## config.mk

```make
export PLATFORM = sky130hd
export DESIGN_NAME = keypad_release_scanner_unit
export DESIGN_NICKNAME = d
export VERILOG_FILES = /design/src/design/kprs_pkg.sv /design/src/design/kprs_cell.sv /design/src/design/keypad_release_scanner_unit.sv
export SDC_FILE = /design/constraint.sdc
export NUM_CORES = 1
export LEC_CHECK = 0
export ABC_AREA = 1
export BUFFER_PORTS_ARGS = -buffer_cell sky130_fd_sc_hd__buf_2
export CAP_MARGIN = 20
export CORE_ASPECT_RATIO = 0.75
export CORE_UTILIZATION = 59
export CTS_CLUSTER_SIZE = 25
export DETAILED_ROUTE_END_ITERATION = 8
export PLACE_DENSITY_LB_ADDON = 0.15
export SLEW_MARGIN = 20
export SYNTH_ARGS = -nofsm -noshare
export SYNTH_HDL_FRONTEND = slang
export SYNTH_SLANG_ARGS = --single-unit
```

## constraint.sdc

```tcl
create_clock -name clk -period 2.2 [get_ports clk]
set_clock_uncertainty 0.1 [all_clocks]
set_input_delay 0.22 -clock clk [delete_from_list [all_inputs] [get_ports clk]]
set_output_delay 0.22 -clock clk [all_outputs]
set_load 0.02 [all_outputs]
```

## src/design/kprs_pkg.sv

```systemverilog
// Shared types and tables for the keypad release scanner.
// Holds the token that travels along the cell chain, the visiting order and
// the character table. No dependencies.
package kprs_pkg;

  localparam int unsigned KEY_COUNT = 16;

  // Token handed from one cell to the next in each cycle.
  typedef struct packed {
    logic       valid;
    logic       found;
    logic [3:0] position;
  } token_t;

  // Key index column*4+row of the key visited at step k of a scan.
  // Rows run from 3 down to 0 and, within a row, columns from 0 to 3.
  function automatic logic [3:0] visit_index(input logic [3:0] k);
    return {k[1:0], ~k[3:2]};
  endfunction

  // ASCII character of each key, by index column*4+row.
  function automatic logic [6:0] key_char(input logic [3:0] idx);
    logic [6:0] ch;
    unique case (idx)
      4'd0:  ch = 7'h20; // space
      4'd1:  ch = 7'h30; // 0
      4'd2:  ch = 7'h3D; // =
      4'd3:  ch = 7'h2B; // +
      4'd4:  ch = 7'h34; // 4
      4'd5:  ch = 7'h35; // 5
      4'd6:  ch = 7'h36; // 6
      4'd7:  ch = 7'h2A; // *
      4'd8:  ch = 7'h37; // 7
      4'd9:  ch = 7'h38; // 8
      4'd10: ch = 7'h39; // 9
      4'd11: ch = 7'h2D; // -
      4'd12: ch = 7'h31; // 1
      4'd13: ch = 7'h32; // 2
      4'd14: ch = 7'h33; // 3
      4'd15: ch = 7'h2F; // /
    endcase
    return ch;
  endfunction

endpackage

```

## src/design/kprs_cell.sv

```systemverilog
// One cell of the scan chain: holds the released flag of a single key.
// Depends on kprs_pkg for the token type.
module kprs_cell
  import kprs_pkg::*;
(
  input  logic       clk,
  input  logic       rst,
  input  logic [3:0] key_index,  // index column*4+row of the key this cell owns
  input  logic       level,      // sampled level of that key, 1 means not pressed
  input  token_t     tok_in,
  output token_t     tok_out
);

  logic   flag;
  logic   flag_next;
  token_t tok_next;

  // Compare the level with the stored flag while the token is here and no
  // release has been reported earlier in this scan.
  always_comb begin
    tok_next  = tok_in;
    flag_next = flag;
    if (tok_in.valid && !tok_in.found) begin
      if (!level && flag) begin
        flag_next = 1'b0;
      end else if (level && !flag) begin
        flag_next         = 1'b1;
        tok_next.found    = 1'b1;
        tok_next.position = key_index;
      end
    end
  end

  // Flag starts as released; the token moves on in every cycle.
  always_ff @(posedge clk) begin
    if (rst) begin
      flag    <= 1'b1;
      tok_out <= '0;
    end else begin
      flag    <= flag_next;
      tok_out <= tok_next;
    end
  end

endmodule

```

## src/design/keypad_release_scanner_unit.sv

```systemverilog
// Top level of the keypad release scanner: input capture, the chain of
// sixteen key cells and the output stage with its one-item skid slot.
// Depends on kprs_pkg and kprs_cell.
//
//   Channel   Direction  Contents
//   s_axis    in         key_levels (16 bits)
//   m_axis    out        key_found, key_code, key_position
//
// A result is presented once its scan has passed through the block: the accepting
// edge loads the levels and the start flag, the token then passes the registers of
// the 16 cells in turn, and the output register is loaded last. The token walk
// through the cell chain sets how long this takes. No new scan is taken until
// the result of the last one has left the cell chain, even if that result is still
// waiting; a second waiting result sits in the skid slot and holds the input off
// until it moves up.
// Reset (rst, synchronous) marks every key released and empties the block.
module keypad_release_scanner_unit
  import kprs_pkg::*;
(
  input  logic        clk,
  input  logic        rst,
  input  logic        s_axis_tvalid,
  output logic        s_axis_tready,
  input  logic [15:0] s_axis_tdata,   // [15:0] key_levels
  output logic        m_axis_tvalid,
  input  logic        m_axis_tready,
  output logic [15:0] m_axis_tdata    // [0] key_found, [7:1] key_code,
                                      // [11:8] key_position, [15:12] zero
);

  logic        in_accept;
  logic        busy;
  logic        start;
  logic [15:0] levels;
  token_t      tok [KEY_COUNT+1];
  logic [KEY_COUNT-1:0] tok_valid;
  logic        pend_valid;
  logic [15:0] pend_data;
  logic [15:0] result;
  logic        out_free;
  logic        chain_done;

  assign in_accept     = s_axis_tvalid && s_axis_tready;
  assign s_axis_tready = !busy && !pend_valid;
  assign chain_done    = tok[KEY_COUNT].valid;
  assign out_free      = !m_axis_tvalid || m_axis_tready;

  // Capture the scan and start the token in the following cycle.
  always_ff @(posedge clk) begin
    if (rst) begin
      busy  <= 1'b0;
      start <= 1'b0;
    end else begin
      start <= in_accept;
      if (in_accept) begin
        busy <= 1'b1;
      end else if (chain_done) begin
        busy <= 1'b0;
      end
    end
  end

  always_ff @(posedge clk) begin
    if (in_accept) begin
      levels <= s_axis_tdata;
    end
  end

  // Token entering the first cell.
  always_comb begin
    tok[0]          = '0;
    tok[0].valid    = start;
  end

  // The chain of cells, in visiting order.
  for (genvar k = 0; k < KEY_COUNT; k++) begin : g_cell
    logic [3:0] idx;
    assign idx = visit_index(4'(k));

    kprs_cell u_cell (
      .clk       (clk),
      .rst       (rst),
      .key_index (idx),
      .level     (levels[idx]),
      .tok_in    (tok[k]),
      .tok_out   (tok[k+1])
    );

    assign tok_valid[k] = tok[k+1].valid;
  end

  // Format the item leaving the chain; fields are zero when nothing was found.
  always_comb begin
    result = '0;
    if (tok[KEY_COUNT].found) begin
      result = {4'b0000, tok[KEY_COUNT].position,
                key_char(tok[KEY_COUNT].position), 1'b1};
    end
  end

  // Output register with a single skid slot behind it.
  always_ff @(posedge clk) begin
    if (rst) begin
      m_axis_tvalid <= 1'b0;
      pend_valid    <= 1'b0;
    end else begin
      if (chain_done) begin
        if (out_free) begin
          m_axis_tvalid <= 1'b1;
        end else begin
          pend_valid <= 1'b1;
        end
      end else if (out_free) begin
        m_axis_tvalid <= pend_valid;
        pend_valid    <= 1'b0;
      end
    end
  end

  always_ff @(posedge clk) begin
    if (chain_done) begin
      if (out_free) begin
        m_axis_tdata <= result;
      end else begin
        pend_data <= result;
      end
    end else if (out_free && pend_valid) begin
      m_axis_tdata <= pend_data;
    end
  end

  // At most one token is ever travelling along the chain.
  a_one_token: assert property (@(posedge clk) disable iff (rst)
    $countones(tok_valid) <= 1)
    else $error("more than one token in the cell chain");

  // An accepted scan keeps the block busy until its token has left.
  a_busy_after_accept: assert property (@(posedge clk) disable iff (rst)
    in_accept |=> busy && !s_axis_tready)
    else $error("scan accepted but block not busy");

  // A waiting item in the skid slot is kept while the output stays full.
  a_pend_holds: assert property (@(posedge clk) disable iff (rst)
    pend_valid && m_axis_tvalid && !m_axis_tready |=> pend_valid)
    else $error("skid item lost");

  // A result without a release carries all-zero fields.
  a_empty_result: assert property (@(posedge clk) disable iff (rst)
    m_axis_tvalid && !m_axis_tdata[0] |-> m_axis_tdata[15:1] == 15'd0)
    else $error("non-zero fields on a result with no release");

endmodule

```

==> summary.md, run 1 <==
| Metric | Value |
|---|---|
| Worst VDD drop | `0.000574 V` |
| Kind of critical path | `reg -> reg` |
| Initial Utilization | `60.7%` |
| Max-cap viol count | `0` |
| Hold_buf cts | `16` |
| Required time at the endpoint of the critical path | `2.45 ns` |
| Class of the most critical hold timing path | `in -> reg` |
| Status | `finished, final reports clean` |
| Die outline height | `85.4 µm` |
| Main flop type after synthesis | `dfxtp_1` |
| List of most frequent post-synthesis cells | `inv_1 (127), dfxtp_1 (106), nor2_1 (75)` |
| Placer Congestion | `0.840` |
| Slowest-stage cell, CP | `edfxtp_1` |
| Reg-to-reg setup timing slack | `0.30 ns` |
| Pin count of the biggest net entering global routing | `39` |
| Final layout net count | `697` |
| Number of storage elements in the synthesis netlist | `142` |
| Post-Layout Inst Area | `6510 µm²` |
| Count of distinct cell types in the synthesized netlist | `27` |
| Endpoint of the worst hold path | `m_axis_tvalid` |
| Num CTS Buffers | `17` |
| Power after layout | `5.91 mW` |
| Detailed Route Iter0 Violations | `179` |
| Area growth from synthesis to layout | `19.1%` |
| Routed length per instance | `10.8 µm` |
| R2r startpoint | `levels[12]` |
| Number of flops mapped to enable cells by yosys | `36` |
| Buffers on Ports | `32` |
| Clock tree from TritonCTS | `done` |
| Routed wire length | `8.29 mm` |
| Share of flip-flops with an asynchronous set or reset | `0%` |
| First-pass GRT wire length | `14.5 mm` |
| Total die area | `9660 µm²` |
| Dominant cell by count in the synthesized netlist | `inv_1` |
| Syn Inst Count | `583` |
| Placed standard-cell area | `5690 µm²` |
| Clock tree root buffer cell | `clkbuf_16` |
| Number of global-route vias before repair | `3,470` |
| Top cells by area in the synthesized netlist | `dfxtp_1 (39%), edfxtp_1 (20%), inv_1 (8.7%)` |
| Number of resized instances in the post-cts repair step | `0` |
| Delay contributed by the slowest stage of the critical path | `0.35 ns` |
| RSZ-0062 raised after global routing | `no` |
| Clock transition at path regs | `0.06 ns` |
| Antenna diode count | `0` |
| Largest area contributor in the synthesized netlist | `dfxtp_1` |
| Number of sinks driven by the clock tree | `142` |
| Final worst path period share | `86.2%` |
| Area share of the leading cell type in the synthesized netlist | `38.8%` |
| Gate family responsible for the most delay along the worst path | `simple AND/OR/NAND/NOR gates` |
| Floorplan die width | `113 µm` |
| Routed Antenna Nets | `0` |
| Io pins | `38` |
| Global route overflow | `0` |
| Biggest fanout along the worst timing path | `8` |
| Core Region | `9010 µm²` |
| Post-CTS setup buffer count | `0` |
| Yosys warnings | `0` |
| Nature of the critical path startpoint | `register` |
| Clock buffer depth | `2` |
| Finish-stage setup viols | `0` |
| Leakage Power | `3.11 nW` |
| Period minus WS final | `1.90 ns` |
| FF-to-FF path depth | `12` |
| Total routing resource utilization after global routing | `19.7%` |
| Total negative slack for setup checks | `0 ns` |
| HPWL Detailed | `5.31 mm` |
| Number of slew-limit violations in the final report | `0` |
| Vias | `3,575` |
| Peak Freq | `528 MHz` |
| Count of buffer and inverter cells on the critical path | `3` |
| Power per Cell Area | `909 nW/µm²` |
| Critical path data arrival time | `2.15 ns` |
| Level count of the clock H-tree | `4` |
| Average cell area after synthesis | `9.37 µm²` |
| Via/cell ratio | `4.68` |
| Worst Setup End Kind | `register` |
| Worst hold path stage count | `4` |
| Final Hold Violating Endpoints | `0` |
| DRC | `0` |
| Skew-Pair Late Insertion Delay | `0.41 ns` |
| Number of cell rows | `30` |
| Cell-by-cell listing of the critical path | `inv_1 > ha_1 > nor2_2 > nand2_4 > nand3_1 > inv_1 > ha_1 > inv_1 > nand3_1 > nand2_1 > nand2_1 > nand2_1` |
| Hold Crit Start | `m_axis_tready` |
| First-pass iteration count of the detailed router | `4` |
| Share of cells above drive strength 1 | `12.4%` |
| Share of the yosys chip area belonging to registers | `58.6%` |
| Antenna violations before repair | `0` |
| Cell area after synthesis | `5470 µm²` |
==> sequential cells by signal (all words and copies together), names as in the netlist, named ones only <==
register,count
busy,1
m_axis_tvalid,1
start,1
pend_valid,1
m_axis_tdata,10
g_cell.u_cell.tok_out,81
pend_data,10
g_cell.u_cell.flag,16
levels,16
==> placed cells by master, fill, tap and decap left out, types with 3 or more instances in the layout <==
cell / n
a21oi_1: 37
buf_2: 32
buf_4: 5
bufinv_16: 3
clkbuf_16: 19
clkinv_4: 5
conb_1: 5
dfxtp_1: 106
dlygate4sd3_1: 16
edfxtp_1: 36
ha_1: 38
inv_1: 127
nand2_1: 61
nand2_4: 5
nand3_1: 11
nand4_1: 14
nor2_1: 75
nor3_1: 14
o21ai_0: 26
==> tightest hold or removal path, cell delays in order <==
cell and delay, ns:
buf_2 0.08, nor2_1 0.06, nor2_1 0.10, nor2_1 0.04
==> power breakdown <==
group          switching [mW]  total [mW]  leakage [nW]  internal [mW]
combinational           0.101       0.165          1.62         0.0637
sequential             0.0135        2.71          1.17           2.70
clock                    1.05        3.03         0.316           1.98
==> logic make-up (layout without fill, tap and decap cells) <==
group	Yosys count	after routing	synth area share, %
AOI/OAI and AO/OA	66	66	6.18
adders and majority gates	38	38	8.70
buffers and inverters	150	215	11.3
DFF	142	142	58.6
other	1	5	0.0686
and+or+nand+nor	186	186	15.1
==> final cells by class <==
cell class | count | area (µm²)
Clock inverter | 11 | 151
Clock buffer | 21 | 503
Tap cell | 112 | 140
Sequential cell | 142 | 3200
Inverter | 130 | 493
Multi-Input combinational cell | 295 | 1660
Fill cell | 636 | 2500
Timing Repair Buffer | 53 | 358
==> worst max path at each step <==
| stage | start | endpoint | slack [ns] | depth (start not counted) |
|---|---|---|---|---|
| 5_1_grt | levels[12] | register | 0.11 | 12 |
| 2_1_floorplan | levels[12] | register | 0.51 | 11 |
| 3_5_place_dp | levels[12] | register | 0.35 | 11 |
| 3_3_place_gp | levels[12] | register | 0.44 | 11 |
| 6_report | levels[12] | register | 0.30 | 12 |
| 4_1_cts | levels[12] | register | 0.33 | 12 |
==> through the flow <==
step,hold slack [ns],util [%],setup slack [ns],std cells
2_1_floorplan,0.219,-,0.514,587
3_3_place_gp,0.296,63.2,0.439,716
3_5_place_dp,0.298,63.2,0.351,716
4_1_cts,0.0184,72.2,0.333,764
5_1_grt,0.0343,72.2,0.111,764
6_report,0.0299,72.2,0.304,764
==> layer usage <==
metal | up-vias | track usage, % | part of all wire, %
met4 | 0 | 9.45 | 1.2
met1 | 1580 | 22.4 | 48
met2 | 71 | 33.5 | 48
met5 | - | 0 | 0
li1 | 1915 | - | -
met3 | 9 | 6.64 | 2.9
Note: power is estimated with default switching activity, not from simulation.
==> run 2, diff against run 1 <==
- RECOVER_POWER: unset -> 25
==> summary.md, run 2 (synthesis results as in run 1) <==
| Metric | Value |
|---|---|
| Level count of the clock H-tree | `4 (unchanged)` |
| Routed wire length | `8.25 mm (-0.51%)` |
| Register bank with the most flops | `g_cell.u_cell.tok_out` |
| Number of global-route vias before repair | `3,470 (unchanged)` |
| Total negative slack for setup checks | `0 ns (unchanged)` |
| Initial Utilization | `60.7% (unchanged)` |
| Peak Freq | `531 MHz (+0.75%)` |
| Max FFs per register | `81 (unchanged)` |
| First-pass iteration count of the detailed router | `4 (unchanged)` |
| Global route overflow | `0 (unchanged)` |
| Worst Setup End Kind | `register` |
| Hold_buf cts | `16 (unchanged)` |
| Floorplan die width | `113 µm (unchanged)` |
| Largest registers | `g_cell.u_cell.tok_out: 81 flops, g_cell.u_cell.flag: 16 flops, levels: 16 flops` |
| Delay contributed by the slowest stage of the critical path | `0.35 ns (about the same)` |
| Max-slew headroom | `-8.88%` |
| Number of inserted filler cells in the final layout | `638 (+0.31%)` |
| Most common cell after layout, fill and taps aside | `inv_1` |
| Vias | `3,573 (-0.056%)` |
| Commonest non-fill, non-tap cells in the layout | `inv_1 (127), dfxtp_1 (106), nor2_1 (75)` |
| Leakage Power | `3.09 nW (-0.41%)` |
| Total die area | `9660 µm² (unchanged)` |
| Class of the most critical hold timing path | `in -> reg` |
| Kind of critical path | `reg -> reg` |
| First-pass GRT wire length | `14.5 mm (unchanged)` |
| Final worst path period share | `85.5% (-0.64 points)` |
| Area growth from synthesis to layout | `18.9%` |
| Placer Congestion | `0.840 (unchanged)` |
| Num CTS Buffers | `17 (unchanged)` |
| Via/cell ratio | `4.68 (about the same)` |
| DRC | `0 (unchanged)` |
| Violated checks | `max-capacitance violations, max-slew violations` |
| Antenna violations before repair | `0 (unchanged)` |
| Io pins | `38 (unchanged)` |
| Nature of the critical path startpoint | `register` |
| Transition time of the tightest slew-check pin | `1.63 ns` |
| Post-CTS setup buffer count | `0 (unchanged)` |
| Power per Cell Area | `910 nW/µm² (+0.14%)` |
| Max-cap viol count | `1 (+1)` |
| Critical path data arrival time | `2.14 ns (about the same)` |
| Clock tree root buffer cell | `clkbuf_16` |
| Clock transition at path regs | `0.06 ns (about the same)` |
| Detailed Route Iter0 Violations | `179 (unchanged)` |
| Pin count of the biggest net entering global routing | `39 (unchanged)` |
| Cell-by-cell listing of the critical path | `inv_1 > ha_1 > nor2_2 > nand2_4 > nand3_1 > inv_1 > ha_1 > inv_1 > nand3_1 > nand2_1 > nand2_1 > nand2_1` |
| Routed Antenna Nets | `0 (unchanged)` |
| Power after layout | `5.91 mW (about the same)` |
| Number of sinks driven by the clock tree | `142 (unchanged)` |
| Status | `finished with violations` |
| Number of cell rows | `30 (unchanged)` |
| Worst VDD drop | `0.000576 V (+0.26%)` |
| WHS | `0.0310 ns (+0.00110 ns)` |
| Share of cells above drive strength 1 | `11.8% (-0.61 points)` |
| Period minus WS final | `1.88 ns (-0.0141 ns)` |
| Buffers on Ports | `32 (unchanged)` |
| Die outline height | `85.4 µm (unchanged)` |
| Skew-Pair Late Insertion Delay | `0.41 ns (about the same)` |
| Placed standard-cell area | `5690 µm² (unchanged)` |
| Post-Layout Inst Area | `6500 µm² (-0.15%)` |
| Slowest-stage cell, CP | `edfxtp_1` |
| Clock buffer depth | `2 (unchanged)` |
| Required time at the endpoint of the critical path | `2.46 ns (about the same)` |
| Antenna diode count | `0 (unchanged)` |
| Finish-stage setup viols | `0 (unchanged)` |
| Number of slew-limit violations in the final report | `39 (+39)` |
| Biggest fanout along the worst timing path | `8 (unchanged)` |
| Number of resized instances in the post-cts repair step | `0 (unchanged)` |
| Core Region | `9010 µm² (unchanged)` |
| Final layout net count | `697 (unchanged)` |
| Total routing resource utilization after global routing | `19.7% (unchanged)` |
| HPWL Detailed | `5.31 mm (unchanged)` |
| Final Hold Violating Endpoints | `0 (unchanged)` |
| Clock tree from TritonCTS | `done` |
| RSZ-0062 raised after global routing | `no` |
| Routed length per instance | `10.8 µm (-0.51%)` |
-- run 2: cell types whose count changed in the layout (fill, tap and decap cells not counted) --
cell      change
clkbuf_1      +4
buf_2         -2
buf_4         -2
-- run 2: per-layer routing --
layer | part of all wire [%] | vias up | global-route usage [%]
met1 | 48 | 1572 | 22.4
li1 | - | 1914 | -
met2 | 47 | 70 | 33.5
met3 | 3.3 | 17 | 6.64
met4 | 1.7 | 0 | 9.45
met5 | 0 | - | 0
-- run 2: final timing paths --
path | startpoint | end | slack [ns] | cells past startpoint
worst min register to register | g_cell[11].u_cell.tok_out[0] | g_cell[12].u_cell.tok_out[0] | 0.31 | 2
worst max register to register | levels[12] | register | 0.32 | 12
worst min-delay path | m_axis_tready | m_axis_tvalid | 0.03 | 4
worst max-delay path | levels[12] | register | 0.32 | 12
-- run 2: final cells by class --
cell class | instances | area, µm² | area share (%)
inverter | 130 | 493 | 7.59
clock buffer | 21 | 503 | 7.74
clock inverter | 11 | 151 | 2.33
sequential | 142 | 3200 | 49.3
timing repair buffer | 53 | 348 | 5.35
multi-input combinational | 295 | 1660 | 25.5
tap | 112 | 140 | 2.16
-- run 2: report_power, final --
part           internal, mW  switching [mW]  total, mW
Clock                  1.98            1.05       3.04
Sequential             2.70          0.0135       2.71
Combinational        0.0624           0.101      0.163
Total                  4.75            1.17       5.91
-- run 2: worst max-delay path, delay by kind of cell, from the launching register on --
| family | cells | cell delay (ns) |
|---|---|---|
| adders and majority gates | 2 | 0.42 |
| buffers and inverters | 3 | 0.23 |
| DFF | 1 | 0.35 |
| and+or+nand+nor | 7 | 0.75 |
-- run 2: metrics by stage --
step,instances,setup WS (ns),util [%]
after floorplan,587,0.514,-
after global placement,716,0.439,63.2
after detailed placement,716,0.351,63.2
after CTS,764,0.333,72.2
after global routing,764,0.111,72.1
final,764,0.318,72.1
